### config.mk
export PLATFORM = sky130hd
export DESIGN_NAME = rc_stick_setpoint_shaper
export DESIGN_NICKNAME = d
export VERILOG_FILES = /design/src/rtl/rcss_pkg.sv /design/src/rtl/rcss_mul.sv /design/src/rtl/rcss_seq.sv /design/src/rtl/rc_stick_setpoint_shaper.sv
export SDC_FILE = /design/constraint.sdc
export NUM_CORES = 2
export LEC_CHECK = 0
export CAP_MARGIN = 20
export CORE_MARGIN = 4
export CORE_UTILIZATION = 50
export CTS_CLUSTER_SIZE = 8
export DETAILED_ROUTE_END_ITERATION = 10
export DONT_BUFFER_PORTS = 1
export SYNTH_ARGS = -nofsm -noshare
export SYNTH_HDL_FRONTEND = slang
export SYNTH_SLANG_ARGS = --single-unit
### constraint.sdc
create_clock -name clock -period 20.9 [get_ports clock]
set_input_delay 0 -clock clock [delete_from_list [all_inputs] [get_ports clock]]
set_output_delay 0 -clock clock [all_outputs]
set_load 0.01 [all_outputs]
### src/rtl/rcss_pkg.sv
// rcss_pkg: shared types and constants of the rc stick setpoint shaper
// sequencer step codes, register indexes, reset values and fixed-point constants
// no dependencies
package rcss_pkg;

   // channel widths
   localparam int REQ_W     = 112;
   localparam int RSP_W     = 64;
   localparam int CSR_IDX_W = 3;
   localparam int CSR_DAT_W = 16;

   // shared multiplier operand and product widths
   localparam int MUL_A_W = 33;
   localparam int MUL_B_W = 26;
   localparam int MUL_P_W = MUL_A_W + MUL_B_W;

   // sequencer steps
   localparam int STEP_W = 4;
   localparam logic [STEP_W-1:0] ST_ASQ   = 4'd0;
   localparam logic [STEP_W-1:0] ST_AE    = 4'd1;
   localparam logic [STEP_W-1:0] ST_OFS   = 4'd2;
   localparam logic [STEP_W-1:0] ST_INNER = 4'd3;
   localparam logic [STEP_W-1:0] ST_NUM   = 4'd4;
   localparam logic [STEP_W-1:0] ST_YRCP  = 4'd5;
   localparam logic [STEP_W-1:0] ST_YCHK  = 4'd6;
   localparam logic [STEP_W-1:0] ST_YFIX  = 4'd7;
   localparam logic [STEP_W-1:0] ST_TRCP  = 4'd8;
   localparam logic [STEP_W-1:0] ST_TCHK  = 4'd9;
   localparam logic [STEP_W-1:0] ST_TFIX  = 4'd10;
   localparam logic [STEP_W-1:0] ST_SRCP  = 4'd11;
   localparam logic [STEP_W-1:0] ST_SCHK  = 4'd12;
   localparam logic [STEP_W-1:0] ST_SFIX  = 4'd13;
   localparam logic [STEP_W-1:0] ST_DONE  = 4'd14;

   // register indexes
   localparam logic [CSR_IDX_W-1:0] REG_THR_LOW  = 3'd0;
   localparam logic [CSR_IDX_W-1:0] REG_THR_HIGH = 3'd1;
   localparam logic [CSR_IDX_W-1:0] REG_DEADZONE = 3'd2;
   localparam logic [CSR_IDX_W-1:0] REG_EXPO     = 3'd3;
   localparam logic [CSR_IDX_W-1:0] REG_YAW_STEP = 3'd4;
   localparam logic [CSR_IDX_W-1:0] REG_YAW_INT  = 3'd5;
   localparam logic [CSR_IDX_W-1:0] REG_MAX_RATE = 3'd6;

   // register reset values
   localparam logic [15:0] RST_THR_LOW  = 16'd1000;
   localparam logic [15:0] RST_THR_HIGH = 16'd2000;
   localparam logic [8:0]  RST_DEADZONE = 9'd20;
   localparam logic [8:0]  RST_EXPO     = 9'd128;
   localparam logic [11:0] RST_YAW_STEP = 12'd1280;
   localparam logic [9:0]  RST_YAW_INT  = 10'd50;
   localparam logic [9:0]  RST_MAX_RATE = 10'd135;

   // pulse limits
   localparam logic [11:0] PULSE_MIN = 12'd1000;
   localparam logic [11:0] PULSE_MAX = 12'd2000;
   localparam logic [11:0] PULSE_MID = 12'd1500;

   localparam logic [8:0]  EXPO_ONE  = 9'd256;
   localparam logic [17:0] HALF_SQ   = 18'd250000;
   localparam logic signed [17:0] YAW_LIMIT = 18'sd46080;
   localparam logic [16:0] DT_CAP    = 17'd100000;
   localparam logic [10:0] TILT_RCP  = 11'd1311;
   localparam logic signed [7:0] TILT_DEG = 8'sd60;

   // divisors and truncated reciprocals (2^34, 2^35, 2^29 scaling)
   localparam logic [32:0] DIV_YAW  = 33'd1953125;
   localparam logic [32:0] DIV_THR  = 33'd1000;
   localparam logic [32:0] DIV_SLEW = 33'd15625;
   localparam logic [25:0] RCP_YAW  = 26'd8796;
   localparam logic [25:0] RCP_THR  = 26'd34359738;
   localparam logic [25:0] RCP_SLEW = 26'd34359;

   typedef struct packed {
      logic              busy;
      logic [STEP_W-1:0] step;
      logic              fin;
   } seq_ctrl_type;

endpackage

### src/rtl/rcss_mul.sv
// rcss_mul: shared unsigned multiplier with registered product
// depends on rcss_pkg for operand widths
module rcss_mul (
   input  logic                          clock,
   input  logic [rcss_pkg::MUL_A_W-1:0]  a,
   input  logic [rcss_pkg::MUL_B_W-1:0]  b,
   output logic [rcss_pkg::MUL_P_W-1:0]  prod
);

   logic [rcss_pkg::MUL_P_W-1:0] prod_ff;
   logic [rcss_pkg::MUL_P_W-1:0] prod_in;

   assign prod_in = rcss_pkg::MUL_P_W'(a) * rcss_pkg::MUL_P_W'(b);
   assign prod    = prod_ff;

   always_ff @(posedge clock) begin
      prod_ff <= prod_in;
   end

endmodule

### src/rtl/rcss_seq.sv
// rcss_seq: step sequencer driving the shared multiplier schedule
// depends on rcss_pkg for step codes and the control struct
module rcss_seq (
   input  logic                  clock,
   input  logic                  reset,
   input  logic                  start,
   input  logic                  hold,
   output rcss_pkg::seq_ctrl_type ctrl
);

   logic                        busy_ff, busy_in;
   logic [rcss_pkg::STEP_W-1:0] step_ff, step_in;
   logic                        last;

   assign last = (step_ff == rcss_pkg::ST_DONE);

   always_comb begin
      busy_in = busy_ff;
      step_in = step_ff;
      if (start) begin
         busy_in = 1'b1;
         step_in = rcss_pkg::ST_ASQ;
      end else if (busy_ff) begin
         if (last) begin
            // final step waits for the output register to free up
            if (!hold) busy_in = 1'b0;
         end else begin
            step_in = step_ff + 1'b1;
         end
      end
   end

   always_ff @(posedge clock) begin
      if (reset) begin
         busy_ff <= 1'b0;
         step_ff <= rcss_pkg::ST_ASQ;
      end else begin
         busy_ff <= busy_in;
         step_ff <= step_in;
      end
   end

   assign ctrl.busy = busy_ff;
   assign ctrl.step = step_ff;
   assign ctrl.fin  = busy_ff && last && !hold;

endmodule

### src/rtl/rc_stick_setpoint_shaper.sv
// rc_stick_setpoint_shaper: radio frame to throttle and yaw/pitch/roll setpoints
// depends on rcss_pkg, rcss_mul (shared multiplier) and rcss_seq (step sequencer)
//
//   channel | direction | handshake          | payload
//   req     | in        | req_tvalid/tready  | req_tdata: four pulses, now_ms, now_us
//   rsp     | out       | rsp_tvalid/tready  | rsp_tdata: throttle, yaw, pitch, roll
//           |           |                    | rsp_tuser: yaw_updated
//   csr     | in        | csr_valid/ready    | csr_index, csr_data
//
// a frame runs step by step through the one shared multiplier; a new word is taken
// only after the sequence has finished, and a held result can delay that finish
// req_tready is low while the sequence runs; a finished result sits in the output
// register, and the final step stalls only while that register is still held
// reset loads register defaults and clears the angles and last-update timestamps; no clearing pass
module rc_stick_setpoint_shaper (
   input  logic                             clock,
   input  logic                             reset,
   input  logic                             req_tvalid,
   output logic                             req_tready,
   // throttle_pulse[11:0], yaw_pulse[23:12], pitch_pulse[35:24], roll_pulse[47:36],
   // now_ms[79:48], now_us[111:80]
   input  logic [rcss_pkg::REQ_W-1:0]       req_tdata,
   output logic                             rsp_tvalid,
   input  logic                             rsp_tready,
   // throttle_out[15:0], yaw_setpoint[32:16], pitch_setpoint[47:33],
   // roll_setpoint[62:48], zero[63]
   output logic [rcss_pkg::RSP_W-1:0]       rsp_tdata,
   // yaw_updated[0]
   output logic                             rsp_tuser,
   input  logic                             csr_valid,
   output logic                             csr_ready,
   input  logic [rcss_pkg::CSR_IDX_W-1:0]   csr_index,
   input  logic [rcss_pkg::CSR_DAT_W-1:0]   csr_data
);

   function automatic logic [11:0] sat_pulse(input logic [11:0] v);
      if (v < rcss_pkg::PULSE_MIN) return rcss_pkg::PULSE_MIN;
      else if (v > rcss_pkg::PULSE_MAX) return rcss_pkg::PULSE_MAX;
      else return v;
   endfunction

   // 60 - floor(3d/25) whole degrees, as Q8
   function automatic logic signed [15:0] tilt_tgt(input logic [9:0] d);
      logic [11:0]      y3;
      logic [22:0]      prd;
      logic [6:0]       q;
      logic signed [7:0] deg;
      y3  = 12'({d, 1'b0}) + 12'(d);
      prd = 23'(y3) * 23'(rcss_pkg::TILT_RCP);
      q   = prd[21:15];
      deg = rcss_pkg::TILT_DEG - $signed({1'b0, q});
      return {deg, 8'b0};
   endfunction

   function automatic logic signed [15:0] slew(input logic signed [15:0] cur,
                                                input logic signed [15:0] tgt,
                                                input logic [14:0] lim);
      logic signed [16:0] err;
      logic signed [16:0] lim_s;
      err   = {tgt[15], tgt} - {cur[15], cur};
      lim_s = {2'b00, lim};
      if (err > lim_s) err = lim_s;
      else if (err < -lim_s) err = -lim_s;
      return cur + err[15:0];
   endfunction

   rcss_pkg::seq_ctrl_type ctrl;

   logic req_take, rsp_hold;

   // configuration
   logic [15:0] thr_lo_ff, thr_lo_in, thr_hi_ff, thr_hi_in;
   logic [8:0]  dz_ff, dz_in, expo_ff, expo_in;
   logic [11:0] ystep_ff, ystep_in;
   logic [9:0]  yint_ff, yint_in, rate_ff, rate_in;

   // persistent state
   logic signed [16:0] yaw_ang_ff, yaw_ang_in;
   logic signed [15:0] pit_ang_ff, pit_ang_in, rol_ang_ff, rol_ang_in;
   logic [31:0]        last_yaw_ff, last_yaw_in, last_slew_ff, last_slew_in;
   logic               rsp_valid_ff, rsp_valid_in;

   // latched frame
   logic [9:0]  thr_d_ff, thr_d_in, pit_d_ff, pit_d_in, rol_d_ff, rol_d_in;
   logic [8:0]  yaw_a_ff, yaw_a_in;
   logic        yaw_pos_ff, yaw_pos_in;
   logic [31:0] now_ms_ff, now_ms_in, now_us_ff, now_us_in;

   // working registers
   logic [25:0] w1_ff, w1_in;
   logic [32:0] w2_ff, w2_in;
   logic [15:0] quo_ff, quo_in;
   logic [11:0] qy_ff, qy_in;
   logic [15:0] qt_ff, qt_in;
   logic [14:0] qs_ff, qs_in;
   logic [16:0] dt_ff, dt_in;
   logic signed [15:0] tgt_p_ff, tgt_p_in, tgt_r_ff, tgt_r_in;
   logic [rcss_pkg::RSP_W-1:0] rsp_data_ff, rsp_data_in;
   logic                       rsp_user_ff, rsp_user_in;

   // accept side
   logic [11:0] thr_p, yaw_p, pit_p, rol_p;

   // shared multiplier
   logic [rcss_pkg::MUL_A_W-1:0] mul_a;
   logic [rcss_pkg::MUL_B_W-1:0] mul_b;
   logic [rcss_pkg::MUL_P_W-1:0] prod;

   logic [8:0]  e_sat, e_inv;
   logic [15:0] thr_span;
   logic [32:0] rem, div_sel;
   logic        fix_inc;
   logic [31:0] dt_raw;

   // finalize
   logic [15:0]        thr_new;
   logic               dz_hit, yaw_upd;
   logic signed [12:0] yaw_inc;
   logic signed [17:0] yaw_sum, yaw_clip;
   logic signed [15:0] pit_new, rol_new;
   logic signed [16:0] yaw_out;

   rcss_seq u_seq (
      .clock (clock),
      .reset (reset),
      .start (req_take),
      .hold  (rsp_hold),
      .ctrl  (ctrl)
   );

   rcss_mul u_mul (
      .clock (clock),
      .a     (mul_a),
      .b     (mul_b),
      .prod  (prod)
   );

   assign req_tready = !ctrl.busy;
   assign req_take   = req_tvalid && req_tready;
   assign rsp_hold   = rsp_valid_ff && !rsp_tready;
   assign csr_ready  = 1'b1;
   assign rsp_tvalid = rsp_valid_ff;
   assign rsp_tdata  = rsp_data_ff;
   assign rsp_tuser  = rsp_user_ff;

   assign thr_p = sat_pulse(req_tdata[11:0]);
   assign yaw_p = sat_pulse(req_tdata[23:12]);
   assign pit_p = sat_pulse(req_tdata[35:24]);
   assign rol_p = sat_pulse(req_tdata[47:36]);

   assign e_sat    = (expo_ff > rcss_pkg::EXPO_ONE) ? rcss_pkg::EXPO_ONE : expo_ff;
   assign e_inv    = rcss_pkg::EXPO_ONE - e_sat;
   assign thr_span = (thr_hi_ff >= thr_lo_ff) ? thr_hi_ff - thr_lo_ff : thr_lo_ff - thr_hi_ff;

   // quotient correction: estimate is exact or one short
   always_comb begin
      case (ctrl.step)
         rcss_pkg::ST_YFIX: div_sel = rcss_pkg::DIV_YAW;
         rcss_pkg::ST_TFIX: div_sel = rcss_pkg::DIV_THR;
         default:           div_sel = rcss_pkg::DIV_SLEW;
      endcase
   end
   assign rem     = w2_ff - prod[32:0];
   assign fix_inc = (rem >= div_sel);

   assign dt_raw = (last_slew_ff == 32'd0) ? 32'd0 : now_us_ff - last_slew_ff;

   // operand select per step
   always_comb begin
      mul_a = '0;
      mul_b = '0;
      case (ctrl.step)
         rcss_pkg::ST_ASQ: begin
            mul_a = 33'(yaw_a_ff);
            mul_b = 26'(yaw_a_ff);
         end
         rcss_pkg::ST_AE: begin
            mul_a = 33'(prod[17:0]);
            mul_b = 26'(e_sat);
         end
         rcss_pkg::ST_OFS: begin
            mul_a = 33'(rcss_pkg::HALF_SQ);
            mul_b = 26'(e_inv);
         end
         rcss_pkg::ST_INNER: begin
            mul_a = 33'(ystep_ff);
            mul_b = 26'(yaw_a_ff);
         end
         rcss_pkg::ST_NUM: begin
            mul_a = 33'(prod[20:0]);
            mul_b = w1_ff;
         end
         rcss_pkg::ST_YRCP: begin
            mul_a = prod[46:14];
            mul_b = rcss_pkg::RCP_YAW;
         end
         rcss_pkg::ST_YCHK: begin
            mul_a = 33'(prod[45:34]);
            mul_b = 26'(rcss_pkg::DIV_YAW);
         end
         rcss_pkg::ST_YFIX: begin
            mul_a = 33'(thr_d_ff);
            mul_b = 26'(thr_span);
         end
         rcss_pkg::ST_TRCP: begin
            mul_a = 33'(prod[25:0]);
            mul_b = rcss_pkg::RCP_THR;
         end
         rcss_pkg::ST_TCHK: begin
            mul_a = 33'(prod[50:35]);
            mul_b = 26'(rcss_pkg::DIV_THR);
         end
         rcss_pkg::ST_TFIX: begin
            mul_a = 33'(dt_ff);
            mul_b = 26'(rate_ff);
         end
         rcss_pkg::ST_SRCP: begin
            mul_a = {4'b0, prod[26:0], 2'b00};
            mul_b = rcss_pkg::RCP_SLEW;
         end
         rcss_pkg::ST_SCHK: begin
            mul_a = 33'(prod[43:29]);
            mul_b = 26'(rcss_pkg::DIV_SLEW);
         end
         default: begin
            mul_a = '0;
            mul_b = '0;
         end
      endcase
   end

   // result assembly
   always_comb begin
      thr_new = (thr_hi_ff < thr_lo_ff) ? thr_lo_ff - qt_ff : thr_lo_ff + qt_ff;
      dz_hit  = (yaw_a_ff >= dz_ff) && (yaw_a_ff != 9'd0);
      if (!dz_hit) yaw_inc = '0;
      else if (yaw_pos_ff) yaw_inc = -$signed({1'b0, qy_ff});
      else yaw_inc = $signed({1'b0, qy_ff});
      yaw_sum = {yaw_ang_ff[16], yaw_ang_ff} + {{5{yaw_inc[12]}}, yaw_inc};
      if (yaw_sum > rcss_pkg::YAW_LIMIT) yaw_clip = rcss_pkg::YAW_LIMIT;
      else if (yaw_sum < -rcss_pkg::YAW_LIMIT) yaw_clip = -rcss_pkg::YAW_LIMIT;
      else yaw_clip = yaw_sum;
      yaw_upd = (now_ms_ff - last_yaw_ff) > 32'(yint_ff);
      yaw_out = yaw_upd ? yaw_clip[16:0] : yaw_ang_ff;
      pit_new = slew(pit_ang_ff, tgt_p_ff, qs_ff);
      rol_new = slew(rol_ang_ff, tgt_r_ff, qs_ff);
   end

   always_comb begin
      thr_lo_in    = thr_lo_ff;
      thr_hi_in    = thr_hi_ff;
      dz_in        = dz_ff;
      expo_in      = expo_ff;
      ystep_in     = ystep_ff;
      yint_in      = yint_ff;
      rate_in      = rate_ff;
      yaw_ang_in   = yaw_ang_ff;
      pit_ang_in   = pit_ang_ff;
      rol_ang_in   = rol_ang_ff;
      last_yaw_in  = last_yaw_ff;
      last_slew_in = last_slew_ff;
      rsp_valid_in = rsp_valid_ff;
      thr_d_in     = thr_d_ff;
      pit_d_in     = pit_d_ff;
      rol_d_in     = rol_d_ff;
      yaw_a_in     = yaw_a_ff;
      yaw_pos_in   = yaw_pos_ff;
      now_ms_in    = now_ms_ff;
      now_us_in    = now_us_ff;
      w1_in        = w1_ff;
      w2_in        = w2_ff;
      quo_in       = quo_ff;
      qy_in        = qy_ff;
      qt_in        = qt_ff;
      qs_in        = qs_ff;
      dt_in        = dt_ff;
      tgt_p_in     = tgt_p_ff;
      tgt_r_in     = tgt_r_ff;
      rsp_data_in  = rsp_data_ff;
      rsp_user_in  = rsp_user_ff;

      if (csr_valid && csr_ready) begin
         case (csr_index)
            rcss_pkg::REG_THR_LOW:  thr_lo_in = csr_data;
            rcss_pkg::REG_THR_HIGH: thr_hi_in = csr_data;
            rcss_pkg::REG_DEADZONE: dz_in     = csr_data[8:0];
            rcss_pkg::REG_EXPO:     expo_in   = csr_data[8:0];
            rcss_pkg::REG_YAW_STEP: ystep_in  = csr_data[11:0];
            rcss_pkg::REG_YAW_INT:  yint_in   = csr_data[9:0];
            rcss_pkg::REG_MAX_RATE: rate_in   = csr_data[9:0];
            default: ;
         endcase
      end

      if (req_take) begin
         thr_d_in   = 10'(thr_p - rcss_pkg::PULSE_MIN);
         pit_d_in   = 10'(pit_p - rcss_pkg::PULSE_MIN);
         rol_d_in   = 10'(rol_p - rcss_pkg::PULSE_MIN);
         yaw_pos_in = (yaw_p > rcss_pkg::PULSE_MID);
         yaw_a_in   = (yaw_p > rcss_pkg::PULSE_MID) ? 9'(yaw_p - rcss_pkg::PULSE_MID)
                                                    : 9'(rcss_pkg::PULSE_MID - yaw_p);
         now_ms_in  = req_tdata[79:48];
         now_us_in  = req_tdata[111:80];
      end

      if (rsp_valid_ff && rsp_tready) rsp_valid_in = 1'b0;

      if (ctrl.busy) begin
         case (ctrl.step)
            rcss_pkg::ST_ASQ: begin
               dt_in    = (dt_raw > 32'(rcss_pkg::DT_CAP)) ? rcss_pkg::DT_CAP : dt_raw[16:0];
               tgt_p_in = tilt_tgt(pit_d_ff);
               tgt_r_in = tilt_tgt(rol_d_ff);
            end
            rcss_pkg::ST_OFS:   w1_in  = prod[25:0];
            rcss_pkg::ST_INNER: w1_in  = w1_ff + prod[25:0];
            rcss_pkg::ST_YRCP:  w2_in  = prod[46:14];
            rcss_pkg::ST_YCHK:  quo_in = 16'(prod[45:34]);
            rcss_pkg::ST_YFIX:  qy_in  = quo_ff[11:0] + 12'(fix_inc);
            rcss_pkg::ST_TRCP:  w2_in  = 33'(prod[25:0]);
            rcss_pkg::ST_TCHK:  quo_in = prod[50:35];
            rcss_pkg::ST_TFIX:  qt_in  = quo_ff + 16'(fix_inc);
            rcss_pkg::ST_SRCP:  w2_in  = {4'b0, prod[26:0], 2'b00};
            rcss_pkg::ST_SCHK:  quo_in = 16'(prod[44:29]);
            rcss_pkg::ST_SFIX:  qs_in  = quo_ff[14:0] + 15'(fix_inc);
            rcss_pkg::ST_DONE: begin
               if (ctrl.fin) begin
                  yaw_ang_in   = yaw_out;
                  if (yaw_upd) last_yaw_in = now_ms_ff;
                  last_slew_in = now_us_ff;
                  pit_ang_in   = pit_new;
                  rol_ang_in   = rol_new;
                  rsp_valid_in = 1'b1;
                  rsp_data_in  = {1'b0, rol_new[14:0], pit_new[14:0], yaw_out, thr_new};
                  rsp_user_in  = yaw_upd;
               end
            end
            default: ;
         endcase
      end
   end

   always_ff @(posedge clock) begin
      if (reset) begin
         thr_lo_ff    <= rcss_pkg::RST_THR_LOW;
         thr_hi_ff    <= rcss_pkg::RST_THR_HIGH;
         dz_ff        <= rcss_pkg::RST_DEADZONE;
         expo_ff      <= rcss_pkg::RST_EXPO;
         ystep_ff     <= rcss_pkg::RST_YAW_STEP;
         yint_ff      <= rcss_pkg::RST_YAW_INT;
         rate_ff      <= rcss_pkg::RST_MAX_RATE;
         yaw_ang_ff   <= '0;
         pit_ang_ff   <= '0;
         rol_ang_ff   <= '0;
         last_yaw_ff  <= '0;
         last_slew_ff <= '0;
         rsp_valid_ff <= 1'b0;
      end else begin
         thr_lo_ff    <= thr_lo_in;
         thr_hi_ff    <= thr_hi_in;
         dz_ff        <= dz_in;
         expo_ff      <= expo_in;
         ystep_ff     <= ystep_in;
         yint_ff      <= yint_in;
         rate_ff      <= rate_in;
         yaw_ang_ff   <= yaw_ang_in;
         pit_ang_ff   <= pit_ang_in;
         rol_ang_ff   <= rol_ang_in;
         last_yaw_ff  <= last_yaw_in;
         last_slew_ff <= last_slew_in;
         rsp_valid_ff <= rsp_valid_in;
      end
   end

   always_ff @(posedge clock) begin
      thr_d_ff    <= thr_d_in;
      pit_d_ff    <= pit_d_in;
      rol_d_ff    <= rol_d_in;
      yaw_a_ff    <= yaw_a_in;
      yaw_pos_ff  <= yaw_pos_in;
      now_ms_ff   <= now_ms_in;
      now_us_ff   <= now_us_in;
      w1_ff       <= w1_in;
      w2_ff       <= w2_in;
      quo_ff      <= quo_in;
      qy_ff       <= qy_in;
      qt_ff       <= qt_in;
      qs_ff       <= qs_in;
      dt_ff       <= dt_in;
      tgt_p_ff    <= tgt_p_in;
      tgt_r_ff    <= tgt_r_in;
      rsp_data_ff <= rsp_data_in;
      rsp_user_ff <= rsp_user_in;
   end

endmodule

Yosys cells after proc, flatten, opt, wreduce, memory -nomap -nowiden --
Index checks and enable logic that the tools add are counted.
Word-level totals: bits in registers 571, bits in latches 0, bits in writable memories 0, memory bits (read-only) 0, output and inout bits 68, logic and storage cells 180, memories kept 0
Cells by class: add/subtract/negate cells 29, multipliers 3, divide/modulo/power cells 0, order comparisons 22, equal/unequal tests 20, shift operators 0, muxes and demuxes 36, bitwise gates (word level) 1, reductions and logical operators 35
Operator list (count):
- 33-bit one-hot mux with 13 select lines | 1
- 26-bit one-hot mux with 12 select lines | 1
- 33-bit one-hot mux with 3 select lines | 1
- 16-bit 2-to-1 mux | 6
- 32-bit subtractor | 2
- 12-bit by 11-bit greater-than comparator with 1-bit output (second input constant) | 5
- 10-bit 2-to-1 mux | 6
- 26-bit one-hot mux with 2 select lines | 1
- 33-bit by 26-bit multiplier with 51-bit output | 1
- 17-bit 2-to-1 mux | 3
- 16-bit adder | 3
- 12-bit by 10-bit < comparator with 1-bit output (second input constant) | 4
- 16-bit one-hot mux with 3 select lines | 1
- 16-bit subtractor | 3
- 12-bit by 11-bit multiplier with 22-bit output (second input constant) | 2
- 21-bit one-hot mux with 2 select lines | 1
- 17-bit by 16-bit greater-than comparator with 1-bit output | 2
- 17-bit < comparator | 2
- 16-bit by 16-bit subtractor with 17-bit output | 2
- 33-bit >= comparator | 1
- 33-bit subtractor | 1
- 32-bit by 10-bit greater-than comparator with 1-bit output | 1
- 32-bit by 17-bit greater-than comparator with 1-bit output (second input constant) | 1
- 32-bit zero test | 1
- other kinds (43) | 94

Depth between registers and ports, before layout --
depth in word-level cells 8, gate-level depth with buffers 42, mapped depth without buffers 40

By module --
Synthesis repeated with hierarchy kept, for this count alone.
Unflattened totals: cell total of the unflattened synthesis 8068, area total of the unflattened synthesis 71862.7 um^2
By module, submodules not included:
- rc_stick_setpoint_shaper | instances 1, cells each 4877, area each 42857.4 um^2, sequential area each 13503.0 um^2
- rcss_mul | instances 1, cells each 3164, area each 28745.1 um^2, sequential area each 1181.1 um^2
- rcss_seq | instances 1, cells each 27, area each 260.2 um^2, sequential area each 100.1 um^2

Worst setup path after synthesis --
No wires, ideal clock.
path type flip-flop to flip-flop, from reg thr_lo_ff[1], to reg u_mul.prod_ff (netlist bit u_mul.prod[48]), arrival 9953 ps, slack 10841 ps, cell stages (with the launch flop) 39, path buffers 1, period minus slack after synthesis 10059 ps, cells stage by stage dfxtp_1 inv_1 fa_1 a21o_1 a21o_1 a21o_1 a21oi_1 o21a_1 o221a_2 nand2_1 a211oi_1 nor3_1 o31ai_1 clkbuf_1 nand2_1 fa_1 inv_1 fa_1 (+3 left out) inv_1 fa_1 fa_1 inv_1 fa_1 inv_1 ha_1 or4_1 a21oi_1 o21ai_0 o21ai_0 a21boi_0 o311ai_0 a21oi_1 o31ai_1 o21ai_0 o21ba_2 o311ai_0
On the way: longest elaborated chain between the ends 4, elaborated cells between the ends (all ways) 6, those cells by class add/sub (2); mul (1); order compare (1); mux (2)
RTL lines:
- start: declaration | line rc_stick_setpoint_shaper.sv:72 | logic [15:0] thr_lo_ff, thr_lo_in, thr_hi_ff, thr_hi_in;
- start signal: assignment | line rc_stick_setpoint_shaper.sv:345 | thr_lo_ff <= rcss_pkg::RST_THR_LOW;
- start signal: assignment | line rc_stick_setpoint_shaper.sv:359 | thr_lo_ff <= thr_lo_in;
- 16-bit subtractor / 16-bit >= comparator (equally long branches) | line rc_stick_setpoint_shaper.sv:153 | assign thr_span = (thr_hi_ff >= thr_lo_ff) ? thr_hi_ff - thr_lo_ff : thr_lo_ff - thr_hi_ff;
- 16-bit 2-to-1 mux (*) | line rc_stick_setpoint_shaper.sv:153
- 26-bit one-hot mux with 12 select lines (*) | line rc_stick_setpoint_shaper.sv:172 | case (ctrl.step)
- 33-bit by 26-bit multiplier with 51-bit output (*) | line rcss_mul.sv:13 | assign prod_in = rcss_pkg::MUL_P_W'(a) * rcss_pkg::MUL_P_W'(b);
- net u_mul.prod_in, one bit | line rcss_mul.sv:11 | logic [rcss_pkg::MUL_P_W-1:0] prod_in;
- end signal: assignment | line rcss_mul.sv:17 | prod_ff <= prod_in;
- end: declaration | line rcss_mul.sv:10 | logic [rcss_pkg::MUL_P_W-1:0] prod_ff;
Mark *: on every way through the listed nets, which the timed path passes. The rest lies on a longest branch. A chain may end at the register's enable or synchronous reset.

Final worst setup path --
Ends and elaborated chain as after synthesis.

==> out/results.txt <==
Status = complete, no violations
Post-Syn Instances = 7985
Layout cell share with drive strength beyond 1 = 4.32%
Reg2Reg Launch Point = thr_lo_ff[1]
Synth warnings = 0
Global routing met2 resource utilization = 49.0%
Insertion delay to the later sink of the worst-skew pair = 0.73 ns
Mapped Avg Cell Area = 8.78 µm²
Count of instances resized after the clock tree is built = 0
Class of the tightest hold or removal check = in -> reg
First-pass detailed-route iteration total = 8
First DRT Iteration DRCs = 4457
Routed length per placed instance = 21.9 µm
GR Overflow Total = 0
Via count = 58200
Clock tree from TritonCTS = yes
Root buffer cell = sky130_fd_sc_hd__clkbuf_16
Number of enable-type register cells in the synthesized netlist = 319
Core utilization of the finished layout = 55.8%
Total CTS buffers = 85
Placed instance count = 9669
Initial antenna violation count = 10
Floorplan core area = 139000 µm²
Minimum setup slack among reg-to-reg paths = 8.21 ns
Clock transition time at the flip-flop clock pins of the worst setup and hold paths = 0.05 ns
Net count of the finished layout = 9778
M3 GR Usage = 6.92%
Global placer's final weighted congestion = 0.975
DRC Markers = 0
Max VDD drop = 0.203 mV
Leakage power of the design = 0.0341 µW
Via density per instance = 5.76
Via count of the first global-routing pass = 58800
Time the final worst path needs with I/O delays and setup = 12.69 ns
Number of I/O port buffers = 0
Number of max-capacitance violations reported = 0
Worst hold path stage count = 4
Filler-free cell count of the finished design = 10100
Synth unique cells = 103
Ports placed on the boundary = 204
Share of synthesized flip-flops with an asynchronous set or reset = 0%
RSZ-0062 raised after global routing = false
Req. time, crit path = 21.50 ns
Ratio of final minimum period to clock period = 60.7%
Initial standard-cell utilization of the core = 50.3%
Die footprint = 146000 µm²
Fmax = 78.8 MHz
Main synth FF type = sky130_fd_sc_hd__edfxtp_1
# Post-CTS Setup Buffers = 0
Global-route wire length before repair = 344 mm
Max-Slew Margin vs Limit = 15.3%
Global routing's busiest layer = met2
Register bit total from synthesis = 571
Data arrival time of the critical path = 13.29 ns
CTS Buffer Depth = 3
Sequential cell area fraction in the yosys report = 20.9%
Start-to-end type of the worst setup path = reg -> reg
Worst-margin pin slew = 1.27 ns
Combined global-route utilization of all metal layers = 30.2%
Cell Area, Synth = 70100 µm²
Hold path start = csr_index[0]
Number of pins exceeding their max-slew limit in the final report = 0
Horizontal extent of the die = 382 µm
Drt total wl = 222 mm
Crit-path most repeated cell = sky130_fd_sc_hd__fa_1
Nature of the critical path endpoint = register
Row count = 137
Clock sink total = 571
Slowest Stage Delay on Critical Path = 0.95 ns
Area growth from synthesis to final layout = 11.0%
Antenna-violating nets left = 0
Skew final = 0.0601 ns
Number of setup violations in the final report = 0
Hold EP = thr_hi_ff[0]
Maximum level of the CTS H-tree = 3
Met1 demand-to-capacity share in global routing = 39.6%
Estimated wirelength of the detail-placed design = 171 mm
Post-synthesis net count = 9615
Pin count of the biggest net entering global routing = 199
CP Launch Type = register
Endpoint of the worst-slack reg-to-reg timing path = u_mul.prod[48]
Worst path top cell family by delay = compound AO/OA/AOI/OAI gates
Highest fanout seen on the critical path = 8
Number of failing hold endpoints at the final stage = 0
Count of buffering cells on the critical path with inverters included = 5
Setup_tns = 0 ns
Die height = 382 µm
Cell Pwr Density = 102 nW/µm²
Slowest stage cell, crit path = sky130_fd_sc_hd__mux2i_1
Worst Reg2Reg Path Length in Cells = 35
[synth_stat cells, drive strengths merged, types with 16 or more instances]
master | count | area (µm²)
nand2b | 61 | 382
mux2 | 27 | 308
nor2b | 59 | 369
nor2 | 658 | 2470
fa | 808 | 16200
o31ai | 35 | 277
nand4 | 47 | 300
a2111oi | 22 | 238
a221o | 40 | 400
a211o | 35 | 307
ha | 686 | 8580
o21bai | 54 | 405
and2 | 62 | 388
nand3 | 86 | 430
nand2 | 923 | 3470
o31a | 16 | 140
mux2i | 83 | 831
edfxtp | 319 | 9580
o21a | 69 | 518
nor3 | 118 | 601
xor2 | 90 | 788
buf | 35 | 198
or3 | 39 | 249
a31oi | 32 | 200
o21ai | 277 | 1390
a21o | 167 | 1250
inv | 1384 | 5190
a221oi | 26 | 228
nor4 | 33 | 213
dfxtp | 252 | 5040
nand3b | 20 | 150
a22oi | 37 | 278
and3 | 64 | 400
a21oi | 462 | 2310
xnor2 | 228 | 2000
o211ai | 34 | 255
or2 | 36 | 225
a22o | 28 | 245
clkbuf | 268 | 1010
a211oi | 45 | 343
[cells by family after synthesis]
| family | after synthesis | synth area share (%) |
|---|---|---|
| AO/OA/AOI/OAI | 1532 | 14.5 |
| XOR/XNOR | 318 | 3.97 |
| adder cells (fa/ha/maj) | 1495 | 35.3 |
| buffers and inverters | 1693 | 9.16 |
| flip-flops | 571 | 20.9 |
| multiplexers | 110 | 1.62 |
| other | 2 | 0.0107 |
| AND/OR/NAND/NOR | 2264 | 14.5 |
[what timing repair did]
item,CTS,global route
hold buffers,265,0
hold endpoints to repair,335,0
setup endpoints to repair,0,0
[cell type report]
type | instances | area [µm²]
inverters | 1390 | 5220
diodes | 13 | 32.5
clock inverters | 13 | 304
repair buffers | 379 | 3560
clock buffers | 140 | 2370
fillers | 12700 | 61600
flip-flops and latches | 571 | 14600
well taps | 1876 | 2350
multi-input cells | 5721 | 49300
[cell usage in the layout (no fill, tap or decap), types with 41 or more instances in the layout]
| cell type | instances |
|---|---|
| sky130_fd_sc_hd__fa_1 | 808 |
| sky130_fd_sc_hd__mux2i_1 | 83 |
| sky130_fd_sc_hd__nand2_1 | 922 |
| sky130_fd_sc_hd__a21o_1 | 166 |
| sky130_fd_sc_hd__clkbuf_1 | 51 |
| sky130_fd_sc_hd__buf_4 | 110 |
| sky130_fd_sc_hd__nor3_1 | 114 |
| sky130_fd_sc_hd__and3_1 | 62 |
| sky130_fd_sc_hd__nand3_1 | 86 |
| sky130_fd_sc_hd__xor2_1 | 90 |
| sky130_fd_sc_hd__dlygate4sd3_1 | 264 |
| sky130_fd_sc_hd__o21bai_1 | 54 |
| sky130_fd_sc_hd__a211oi_1 | 41 |
| sky130_fd_sc_hd__clkbuf_16 | 85 |
| sky130_fd_sc_hd__nand2b_1 | 61 |
| sky130_fd_sc_hd__nor2b_1 | 58 |
| sky130_fd_sc_hd__and2_1 | 60 |
| sky130_fd_sc_hd__nor2_1 | 653 |
| sky130_fd_sc_hd__ha_1 | 686 |
| sky130_fd_sc_hd__a21oi_1 | 454 |
| sky130_fd_sc_hd__o21a_1 | 69 |
| sky130_fd_sc_hd__dfxtp_1 | 252 |
| sky130_fd_sc_hd__o21ai_0 | 274 |
| sky130_fd_sc_hd__xnor2_1 | 228 |
| sky130_fd_sc_hd__nand4_1 | 46 |
| sky130_fd_sc_hd__inv_1 | 1383 |
| sky130_fd_sc_hd__edfxtp_1 | 319 |
[registers in the layout, summed over array words and instances, names as in the netlist, 10 cells and up]
register	cells
w2_ff	33
qt_ff	16
pit_ang_ff	16
ystep_ff	12
quo_ff	16
last_yaw_ff	32
pit_d_ff	10
rate_ff	10
last_slew_ff	32
u_mul.prod	51
now_us_ff	32
rol_d_ff	10
dt_ff	17
yint_ff	10
w1_ff	26
rol_ang_ff	16
qs_ff	15
thr_d_ff	10
now_ms_ff	32
thr_lo_ff	16
thr_hi_ff	16
qy_ff	12
yaw_ang_ff	17
rsp_tdata	63
[worst reg2reg max path: cells and delay by family, from the launching register on]
kind                       cells  cell delay [ns]
AOI/OAI and AO/OA             17             4.74
DFF                            1             0.48
buffers and inverters          5             0.36
and+or+nand+nor                2             1.11
adders and majority gates      9             4.35
muxes                          2             1.57
[power breakdown]
group | internal [µW] | switching (µW) | total [µW]
sequential | 1400 | 106 | 1510
combinational | 2120 | 2930 | 5050
clock | 816 | 560 | 1380
total | 4340 | 3600 | 7930
[routing by layer]
metal,vias up,part of all wire (%)
met4,8,4.3
met2,2308,46
li1,26800,-
met1,28700,41
met5,-,0.028
met3,504,9.1
[how the worst max path moves through the flow]
stage	depth (start not counted)	endpoint	start	slack, ns
final	35	u_mul.prod[48]	thr_lo_ff[1]	8.21
after global routing	36	u_mul.prod[48]	thr_lo_ff[1]	7.54
after global placement	36	u_mul.prod[48]	thr_lo_ff[1]	8.49
after CTS	38	u_mul.prod[48]	thr_lo_ff[1]	8.32
after floorplan	38	u_mul.prod[48]	thr_lo_ff[1]	10.84
after detailed placement	38	u_mul.prod[48]	thr_lo_ff[1]	8.37
[metrics by stage]
stage	cell area, µm²	worst slack, ns	total power, µW	hold WS [ns]
2_1_floorplan	70100	10.84	5210	0.0989
3_3_place_gp	72300	8.49	6350	0.0989
3_5_place_dp	72400	8.37	6440	0.0989
4_1_cts	77700	8.32	7940	0.0114
5_1_grt	77800	7.54	8730	0.0701
6_report	77800	8.21	7930	0.0523
Note: power is estimated with default switching activity, not from simulation.
